[src/design/framed_message_ring_buffer_unit_defines.svh]
// Assertion macros for the framed message ring buffer.
// No dependencies; included by the top level.
`ifndef FRAMED_MESSAGE_RING_BUFFER_UNIT_DEFINES_SVH
`define FRAMED_MESSAGE_RING_BUFFER_UNIT_DEFINES_SVH
`ifndef SYNTH
`define FMRB_ASSERT_IMPL(lbl, ck, rn, a, c) \
  lbl: assert property (@(posedge ck) disable iff (!rn) (a) |-> (c)) \
    else $error("fmrb assertion failed");
`define FMRB_ASSERT_NEXT(lbl, ck, rn, a, c) \
  lbl: assert property (@(posedge ck) disable iff (!rn) (a) |=> (c)) \
    else $error("fmrb assertion failed");
`else
`define FMRB_ASSERT_IMPL(lbl, ck, rn, a, c)
`define FMRB_ASSERT_NEXT(lbl, ck, rn, a, c)
`endif
`endif

[src/design/fmrb_pkg.sv]
// Shared types and constants for the framed message ring buffer.
// No dependencies.
package fmrb_pkg;

  localparam int STORE_BYTES_DEF = 4096;
  localparam int MAX_PAYLOAD_DEF = 64;
  localparam int HEADER_BYTES    = 8;
  localparam logic [7:0]  SIGN_BYTE = 8'ha5;
  localparam logic [31:0] FRAME_SIGN = 32'ha5a5a5a5;
  localparam logic [7:0]  MARK_BYTE = 8'h41;
  localparam logic [12:0] CAP_RESET = 13'd4096;
  localparam logic [12:0] CAP_MIN = 13'd16;

  typedef enum logic [1:0] {
    ACT_BEGIN = 2'd0,
    ACT_WRITE = 2'd1,
    ACT_FETCH = 2'd2,
    ACT_PEEK  = 2'd3
  } action_t;

  typedef enum logic [2:0] {
    ST_OK       = 3'd0,
    ST_EMPTY    = 3'd1,
    ST_NOSPACE  = 3'd2,
    ST_CORRUPT  = 3'd3,
    ST_OVERFLOW = 3'd4,
    ST_BUSY     = 3'd5,
    ST_NOFRAME  = 3'd6
  } status_t;

  localparam logic [2:0] CFG_IDX_CAPACITY = 3'd0;

  typedef struct packed {
    logic [1:0] action;
    logic [6:0] length;
    logic [7:0] write_byte;
  } in_item_t;

  typedef struct packed {
    logic [2:0] status;
    logic [7:0] read_byte;
    logic [6:0] frame_length;
    logic       last;
  } out_item_t;

  typedef struct packed {
    logic       load_item;
    logic       p_load_wr;
    logic       p_load_rd;
    logic       hdr_wr;
    logic [2:0] hdr_idx;
    logic       commit_begin;
    logic       pay_wr;
    logic       hdr_rd;
    logic       pay_rd;
    logic       clear_ring;
    logic       commit_fetch;
    logic       emit;
    logic [2:0] emit_status;
    logic       emit_data;
    logic       emit_last;
  } cmd_t;

  typedef struct packed {
    logic [1:0] action;
    logic       open_nz;
    logic       begin_ok;
    logic       empty;
    logic       sign_ok;
    logic       flen_ok;
    logic [6:0] flen;
    logic       out_free;
  } stat_t;

endpackage

[src/design/fmrb_ctrl.sv]
// Sequencer for the framed message ring buffer.
// Depends on fmrb_pkg.
module fmrb_ctrl (
  input  logic           clk,
  input  logic           rst_n,
  input  logic           in_valid,
  output logic           in_stall,
  input  fmrb_pkg::stat_t stat,
  output fmrb_pkg::cmd_t  cmd
);

  typedef enum logic [3:0] {
    S_IDLE, S_DISP, S_BEG_WR, S_BEG_DONE, S_HDR_RD, S_HDR_WAIT, S_CHECK,
    S_RESP, S_ZERO, S_PAY_RD, S_PAY_WAIT, S_PAY_OUT
  } state_t;

  state_t     state_r, state_nxt;
  logic [6:0] cnt_r, cnt_nxt;
  logic [2:0] st_r, st_nxt;
  logic       is_fetch, pay_last;

  assign in_stall = (state_r != S_IDLE);
  assign is_fetch = (stat.action == fmrb_pkg::ACT_FETCH);
  assign pay_last = ((cnt_r + 7'd1) == stat.flen);

  always_comb begin
    state_nxt = state_r;
    cnt_nxt   = cnt_r;
    st_nxt    = st_r;
    cmd       = '0;
    cmd.hdr_idx = cnt_r[2:0];
    case (state_r)
      S_IDLE: begin
        if (in_valid) begin
          cmd.load_item = 1'b1;
          state_nxt = S_DISP;
        end
      end
      S_DISP: begin
        cnt_nxt = '0;
        case (stat.action)
          fmrb_pkg::ACT_BEGIN: begin
            if (stat.open_nz) begin
              st_nxt = fmrb_pkg::ST_BUSY;
              state_nxt = S_RESP;
            end else if (!stat.begin_ok) begin
              st_nxt = fmrb_pkg::ST_NOSPACE;
              state_nxt = S_RESP;
            end else begin
              cmd.p_load_wr = 1'b1;
              state_nxt = S_BEG_WR;
            end
          end
          fmrb_pkg::ACT_WRITE: begin
            if (!stat.open_nz) begin
              st_nxt = fmrb_pkg::ST_NOFRAME;
            end else begin
              cmd.pay_wr = 1'b1;
              st_nxt = fmrb_pkg::ST_OK;
            end
            state_nxt = S_RESP;
          end
          default: begin
            if (stat.open_nz) begin
              st_nxt = fmrb_pkg::ST_BUSY;
              state_nxt = S_RESP;
            end else if (stat.empty) begin
              st_nxt = fmrb_pkg::ST_EMPTY;
              state_nxt = S_RESP;
            end else begin
              cmd.p_load_rd = 1'b1;
              state_nxt = S_HDR_RD;
            end
          end
        endcase
      end
      S_BEG_WR: begin
        cmd.hdr_wr = 1'b1;
        cnt_nxt = cnt_r + 7'd1;
        if (cnt_r == 7'd7) state_nxt = S_BEG_DONE;
      end
      S_BEG_DONE: begin
        cmd.commit_begin = 1'b1;
        st_nxt = fmrb_pkg::ST_OK;
        state_nxt = S_RESP;
      end
      S_HDR_RD: begin
        cmd.hdr_rd = 1'b1;
        cnt_nxt = cnt_r + 7'd1;
        if (cnt_r == 7'd7) state_nxt = S_HDR_WAIT;
      end
      S_HDR_WAIT: state_nxt = S_CHECK;
      S_CHECK: begin
        cnt_nxt = '0;
        if (!stat.sign_ok) begin
          cmd.clear_ring = 1'b1;
          st_nxt = fmrb_pkg::ST_CORRUPT;
          state_nxt = S_RESP;
        end else if (!stat.flen_ok) begin
          st_nxt = fmrb_pkg::ST_OVERFLOW;
          state_nxt = S_RESP;
        end else if (stat.flen == 7'd0) begin
          state_nxt = S_ZERO;
        end else begin
          state_nxt = S_PAY_RD;
        end
      end
      S_RESP: begin
        if (stat.out_free) begin
          cmd.emit = 1'b1;
          cmd.emit_status = st_r;
          cmd.emit_last = 1'b1;
          state_nxt = S_IDLE;
        end
      end
      S_ZERO: begin
        if (stat.out_free) begin
          cmd.emit = 1'b1;
          cmd.emit_status = fmrb_pkg::ST_OK;
          cmd.emit_last = 1'b1;
          cmd.commit_fetch = is_fetch;
          state_nxt = S_IDLE;
        end
      end
      S_PAY_RD: begin
        cmd.pay_rd = 1'b1;
        state_nxt = S_PAY_WAIT;
      end
      S_PAY_WAIT: state_nxt = S_PAY_OUT;
      S_PAY_OUT: begin
        if (stat.out_free) begin
          cmd.emit = 1'b1;
          cmd.emit_status = fmrb_pkg::ST_OK;
          cmd.emit_data = 1'b1;
          cmd.emit_last = pay_last;
          cnt_nxt = cnt_r + 7'd1;
          if (pay_last) begin
            cmd.commit_fetch = is_fetch;
            state_nxt = S_IDLE;
          end else begin
            state_nxt = S_PAY_RD;
          end
        end
      end
      default: state_nxt = S_IDLE;
    endcase
  end

  always_ff @(posedge clk) begin
    if (!rst_n) begin
      state_r <= S_IDLE;
      cnt_r   <= '0;
      st_r    <= fmrb_pkg::ST_OK;
    end else begin
      state_r <= state_nxt;
      cnt_r   <= cnt_nxt;
      st_r    <= st_nxt;
    end
  end

endmodule

[config.mk]
export PLATFORM = sky130hd
export DESIGN_NAME = fmrb_ctrl
export DESIGN_NICKNAME = d
export VERILOG_FILES = /design/src/design/framed_message_ring_buffer_unit_defines.svh /design/src/design/fmrb_pkg.sv /design/src/design/fmrb_ctrl.sv
export SDC_FILE = /design/constraint.sdc
export NUM_CORES = 1
export LEC_CHECK = 0
export BUFFER_PORTS_ARGS = -buffer_cell sky130_fd_sc_hd__clkbuf_2
export CAP_MARGIN = 20
export CORE_UTILIZATION = 40
export CTS_CLUSTER_DIAMETER = 120
export CTS_CLUSTER_SIZE = 25
export DETAILED_ROUTE_END_ITERATION = 10
export GPL_ROUTABILITY_DRIVEN = 0
export PLACE_DENSITY_LB_ADDON = 0.08
export SLEW_MARGIN = 25
export SYNTH_ARGS = -nofsm -noshare
export SYNTH_HDL_FRONTEND = slang
export SYNTH_SLANG_ARGS = --single-unit
[constraint.sdc]
create_clock -name clk -period 3.7 [get_ports clk]
set_input_delay 0.74 -clock clk [delete_from_list [all_inputs] [get_ports clk]]
set_output_delay 0.74 -clock clk [all_outputs]
set_load 0.05 [all_outputs]
==> results.md, run 1 <==
- Outcome: finished clean
- Die area: 3780 µm²
- Crit Path Category: reg2out
- Gr usage total: 20.6%
- Arrival @ worst endpoint: 2.50 ns
- Die Y-Extent: 61.5 µm
- Post-synthesis cell area: 1420 µm²
- CP Cell Sequence: ha_1 -> nand3_1 -> xnor2_1 -> nor4_1 -> o2111ai_1 -> a211oi_1 -> clkbuf_2
- Sink Count: 14
- Share of cells above drive strength 1: 21.8%
- DRT iter0 DRCs: 93
- DP HPWL: 2890 µm
- Final WL: 3790 µm
- Register area share after synthesis: 19.8%
- Syn nets: 219
- Fin crit share: 87.5%
- Via density: 5.67
- CP max-delay cell: dfxtp_1
- First-pass GRT wire length: 5800 µm
- Diode count: 0
- Antenna violations before repair: 0
- Die width: 61.5 µm
- CTS tree: done
- Max cap viols: 0
- RSZ-0062 raised after global routing: false
- I/O Buffers: 37
- Worst slew margin: 49.5%
- Commonest non-fill, non-tap cell in the layout: clkbuf_2
- Worst hold path class: reg2reg
- Synth-to-layout area growth: 16.0%
- Crit path required time: 2.96 ns
- Clk root buf: clkbuf_4
- Post-synth cell types: 52
- Initial Utilization: 42.1%
- Fin. Hold Viols: 0
- Hold buffers post-CTS: 0
- Vias in the first global route: 1,201
- Largest net degree at the start of global routing: 23
- Cell Rows: 21
- Clock Pin Slew Worst Setup and Hold Paths: 0.10 ns
- Most frequent cells in the layout: clkbuf_2 (37), nor2_1 (17), a21oi_1 (15)
- Hold WS: 0.517 ns
- Remaining Overflow, GRT: 0
- Mean Syn Cell Area: 7.08 µm²
- Buf/Inv on CP: 1
- I/O pins: 38
- Final ANT Viol Nets: 0
- TNS Setup: 0 ns
- Fin worst setup slack: 0.461 ns
- TritonRoute pass-1 iters: 4
- Num CTS Buffers: 3
- Power Density: 662 nW/µm²
- Post-synth EDFFs: 0
- Deepest clock path buffer count: 2
- YS warnings: 0
- Drt wl/cell: 13.8 µm
- Final Max Slew Viols: 0
- Final setup fails: 0
- Maximum fanout along the worst path: 7
- FFs w/ async S/R, synth: 0%
- Startpoint types: register
- Post-CTS setup buffers: 0
- CP max stage delay: 0.45 ns
- Worst-Margin Slew: 0.758 ns
- Core footprint: 3360 µm²
- Worst clock skew: 0.00130 ns
- Clk_lat worst skew: 0.28 ns
- Fin nets: 249
- FF+latch count, synth: 14
- DRC violations left: 0
- DR vias: 1,559
- Primary FF master, synth: dfxtp_1
- CTS resizes: 0
- CP Capture Type: primary output
- Static Leak: 0.661 nW
- CTS H-tree lvls: 1
- Peak supply drop: 0.276 mV
- DP Worst Slack: 0.672 ns
- Max Freq: 0.309 GHz
- Critical path's top delay family: simple AND/OR/NAND/NOR gates
- Shortest period the worst path allows: 3.24 ns
- Post-synthesis instance total: 200
==> Yosys cell counts, drive strengths merged (2+ instances only) <==
master | n | area [µm²]
a31oi | 2 | 12.5
o211a | 2 | 20.0
nor4 | 3 | 18.8
nand3b | 3 | 22.5
nor2b | 4 | 25.0
dfxtp | 14 | 280
inv | 5 | 18.8
nor3b | 2 | 15.0
clkbuf | 8 | 30.0
and2 | 9 | 56.3
or3b | 3 | 26.3
o21ai | 14 | 70.1
nand2b | 7 | 43.8
nor2 | 17 | 63.8
o22ai | 2 | 12.5
or4b | 2 | 20.0
nor3 | 10 | 50.1
xor2 | 2 | 17.5
a211oi | 2 | 15.0
xnor2 | 10 | 87.6
mux2i | 2 | 20.0
buf | 8 | 52.5
o211ai | 4 | 30.0
and3 | 5 | 31.3
nor4b | 2 | 17.5
nand3 | 9 | 45.0
or4 | 4 | 30.0
a21oi | 17 | 92.6
nand2 | 10 | 37.5
==> worst paths after layout <==
kind	start	end	slack, ns	cells past startpoint
hold reg to reg	st_r[0]	st_r[0]	0.52	2
setup reg to reg	state_r[1]	cnt_r[6]	1.54	6
hold / removal	st_r[0]	st_r[0]	0.52	2
setup / recovery	cnt_r[0]	cmd[6]	0.46	7
==> per-stage QoR <==
stage               std cells  total power [W]  utilization (%)  instance area (µm²)
CTS                       275          0.00109             48.8                 1640
global route              275          0.00119             48.8                 1640
finish                    275          0.00109             48.8                 1640
detailed placement        271         0.000968             47.8                 1610
global placement          271         0.000964             47.8                 1610
floorplan                 200         0.000839                -                 1420
==> state kept, by name (all words and copies together), names as in the netlist <==
register / cells
cnt_r: 7
st_r: 3
state_r: 4
==> cell type report <==
class | count | area, µm²
Clock buffer | 4 | 36.3
Fill cell | 382 | 1720
Inverter | 5 | 18.8
Multi-Input combinational cell | 165 | 1030
Sequential cell | 14 | 280
Tap cell | 46 | 57.6
Timing Repair Buffer | 41 | 215
==> where the power goes <==
| part | leakage, nW | switching, W | internal, W | total (W) |
|---|---|---|---|---|
| registers | 0.114 | 0.0000325 | 0.000190 | 0.000222 |
| clock network | 0.0210 | 0.0000561 | 0.0000599 | 0.000116 |
| logic | 0.526 | 0.000500 | 0.000249 | 0.000749 |
| total | 0.661 | 0.000589 | 0.000499 | 0.00109 |
==> worst reg2reg max path, stage by stage, from the launching register on <==
cell and delay, ns:
dfxtp_1 0.39, buf_4 0.22, or3b_1 0.44, a21oi_1 0.62, a41oi_1 0.08, o21ai_0 0.21
a21oi_1 0.09
==> logic make-up (layout without fill, tap and decap cells) <==
logic type	after synthesis	count (layout)	synth area share, %
and+or+nand+nor	93	93	36.8
AOI/OAI and AO/OA	57	57	26.5
buffers and inverters	21	50	7.15
DFF	14	14	19.8
xor gates and xnor gates	12	12	7.42
muxes	2	2	1.41
adders and majority gates	1	1	0.883
==> routing by layer <==
metal | vias up | routed length, µm | global-route usage (%)
li1 | 792 | - | -
met1 | 719 | 1870 | 31.3
met2 | 48 | 1690 | 30.4
met3 | 0 | 232 | 3.36
met4 | 0 | 0 | 3.81
met5 | - | 0 | 0
No activity file was read; power rests on OpenSTA's default activity.
==> run 2, diff against run 1 <==
==> constraint.sdc (replaced) <==
create_clock -name clk -period 3.7 [get_ports clk]
set_input_delay 0.74 -clock clk [delete_from_list [all_inputs] [get_ports clk]]
set_output_delay 0.74 -clock clk [all_outputs]
set_load 0.01 [all_outputs]
==> results.md, run 2 (synthesis gave the netlist of run 1 again) <==
- Outcome: finished clean
- WHS Path Cells: 2 (unchanged)
- Cell Int Power: 0.000470 W (-5.7%)
- Final Non-Filler Cells: 273 (-0.73%)
- TNS Setup: 0 ns (unchanged)
- Reg with most FFs: cnt_r
- CP max stage delay: 0.46 ns (about the same)
- Critical path's top delay family: compound AO/OA/AOI/OAI gates
- Sw frac: 50.2% (-3.9 points)
- Max Freq: 0.321 GHz (+4.1%)
- CP max-delay cell: dfxtp_1
- RSZ-0062 raised after global routing: false
- Die Y-Extent: 61.5 µm (unchanged)
- Final ANT Viol Nets: 0 (unchanged)
- DRT iter0 DRCs: 97 (+4.3%)
- Maximum fanout along the worst path: 7 (unchanged)
- Synth-to-layout area growth: 14.5%
- Register-to-Register Path Depth: 5 (-1)
- Gate power share: 64.1% (-4.8 points)
- Via density: 5.73 (+1.1%)
- Clk_lat worst skew: 0.28 ns (about the same)
- Initial Utilization: 42.1% (unchanged)
- Arrival @ worst endpoint: 2.37 ns (-0.13 ns)
- DP HPWL: 2850 µm (-1.6%)
- Worst hold path class: reg2reg
- Clk root buf: clkbuf_4
- Hold buffers post-CTS: 0 (unchanged)
- Deepest clock path buffer count: 2 (unchanged)
- Crit path required time: 2.96 ns (about the same)
- Largest regs: cnt_r x7, state_r x4, st_r x3
- Max cap viols: 0 (unchanged)
- Critical path depth: 7 (unchanged)
- Most frequent cells in the layout: clkbuf_2 (37), nor2_1 (17), a21oi_1 (15)
- Core footprint: 3360 µm² (unchanged)
- # fillers: 365 (-4.5%)
- I/O Buffers: 37 (unchanged)
- Largest net degree at the start of global routing: 24 (+4.3%)
- First-pass GRT wire length: 5940 µm (+2.4%)
- Clock Pin Slew Worst Setup and Hold Paths: 0.09 ns (about the same)
- Remaining Overflow, GRT: 0 (unchanged)
- Fin. Hold Viols: 0 (unchanged)
- Shortest period the worst path allows: 3.11 ns (-0.127 ns)
- Startpoint types: register
- Worst clock skew: 0.000833 ns (-0.000468 ns)
- Max reg flops: 7 (unchanged)
- Power Density: 582 nW/µm² (-12%)
- Final setup fails: 0 (unchanged)
- Die area: 3780 µm² (unchanged)
- I/O pins: 38 (unchanged)
- Die width: 61.5 µm (unchanged)
- Share of cells above drive strength 1: 21.1% (-0.69 points)
- TritonRoute pass-1 iters: 5 (+1)
- Buf/Inv on CP: 1 (unchanged)
- CP Cell Sequence: ha_1 -> and2_1 -> nand4_1 -> xnor2_1 -> o2111ai_1 -> a211oi_1 -> clkbuf_2
- Antenna violations before repair: 0 (unchanged)
- Placed instance count: 270 (-0.37%)
- DRC violations left: 0 (unchanged)
- Worst slew margin: 47.5% (-2.0 points)
- Sequential power share: 26.2% (+5.8 points)
- Commonest non-fill, non-tap cell in the layout: clkbuf_2
- Fin crit share: 84.1% (-3.4 points)
- Worst-Margin Slew: 0.788 ns (+0.0304 ns)
- Static Leak: 0.649 nW (-1.9%)
- Clock power frac: 9.7% (-1.0 points)
- CTS H-tree lvls: 1 (unchanged)
- P_sw: 0.000474 W (-20%)
- Vias in the first global route: 1,282 (+6.7%)
- Sink Count: 14 (unchanged)
- CP Capture Type: primary output
- CTS tree: done
- Diode count: 0 (unchanged)
- Fin nets: 248 (-0.40%)
- Crit Path Category: reg2out
- Drt wl/cell: 14.1 µm (+2.1%)
- Gr usage total: 21.0% (+0.45 points)
- Final WL: 3840 µm (+1.3%)
- Num CTS Buffers: 3 (unchanged)
- CTS resizes: 0 (unchanged)
- DR vias: 1,564 (+0.32%)
- Final Max Slew Viols: 0 (unchanged)
- Cell Rows: 21 (unchanged)
- Post-CTS setup buffers: 0 (unchanged)
- Peak supply drop: 0.190 mV (-31%)
## run 2: cell count changes in the layout (fill, tap and decap cells not counted)
cell	before	now
buf_4	4	3
clkbuf_8	1	0
## run 2: final cells by class
| class | instances | area (µm²) | area share, % |
|---|---|---|---|
| Clock buffer | 3 | 22.5 | 1.39 |
| Inverter | 5 | 18.8 | 1.16 |
| Multi-Input combinational cell | 165 | 1030 | 63.8 |
| Sequential cell | 14 | 280 | 17.3 |
| Tap cell | 46 | 57.6 | 3.55 |
| Timing Repair Buffer | 40 | 208 | 12.8 |
## run 2: worst register-to-register path: cells and delay by family, from the launching register on
| family | cells | cell delay, ns |
|---|---|---|
| flops | 1 | 0.77 |
| simple gates | 2 | 0.41 |
| compound gates | 3 | 0.90 |
## run 2: layer usage
layer	share of wire (%)	vias up	wire length, µm	global-route usage [%]
li1	-	788	-	-
met4	0.26	0	10	5.71
met1	49	727	1900	32.5
met3	5.2	2	200	2.52
met5	0	-	0	0
met2	45	47	1730	30.3
## run 2: worst paths after layout
kind,start,endpoint,slack [ns]
min,cnt_r[1],cnt_r[1],0.52
max,cnt_r[0],cmd[6],0.59
min reg2reg,cnt_r[1],cnt_r[1],0.52
max reg2reg,state_r[2],st_r[2],1.50
## run 2: per-stage QoR
step / hold slack [ns] / area [µm²] / utilization, % / setup WS [ns] / total power (W)
floorplan: 0.470 / 1420 / - / 1.07 / 0.000729
detailed placement: 0.500 / 1600 / 47.5 / 0.811 / 0.000846
global placement: 0.492 / 1600 / 47.5 / 0.811 / 0.000844
finish: 0.520 / 1620 / 48.2 / 0.588 / 0.000944
CTS: 0.521 / 1620 / 48.2 / 0.593 / 0.000940
global route: 0.554 / 1620 / 48.2 / 0.412 / 0.00103
## run 2: power by group through the flow
stage / Combinational, W / Sequential (W) / Clock (W)
after floorplan: 0.000511 / 0.000218 / 0
after global placement: 0.000598 / 0.000246 / 0
after detailed placement: 0.000598 / 0.000249 / 0
after CTS: 0.000601 / 0.000245 / 0.0000944
after global routing: 0.000681 / 0.000254 / 0.0000992
final: 0.000605 / 0.000247 / 0.0000913
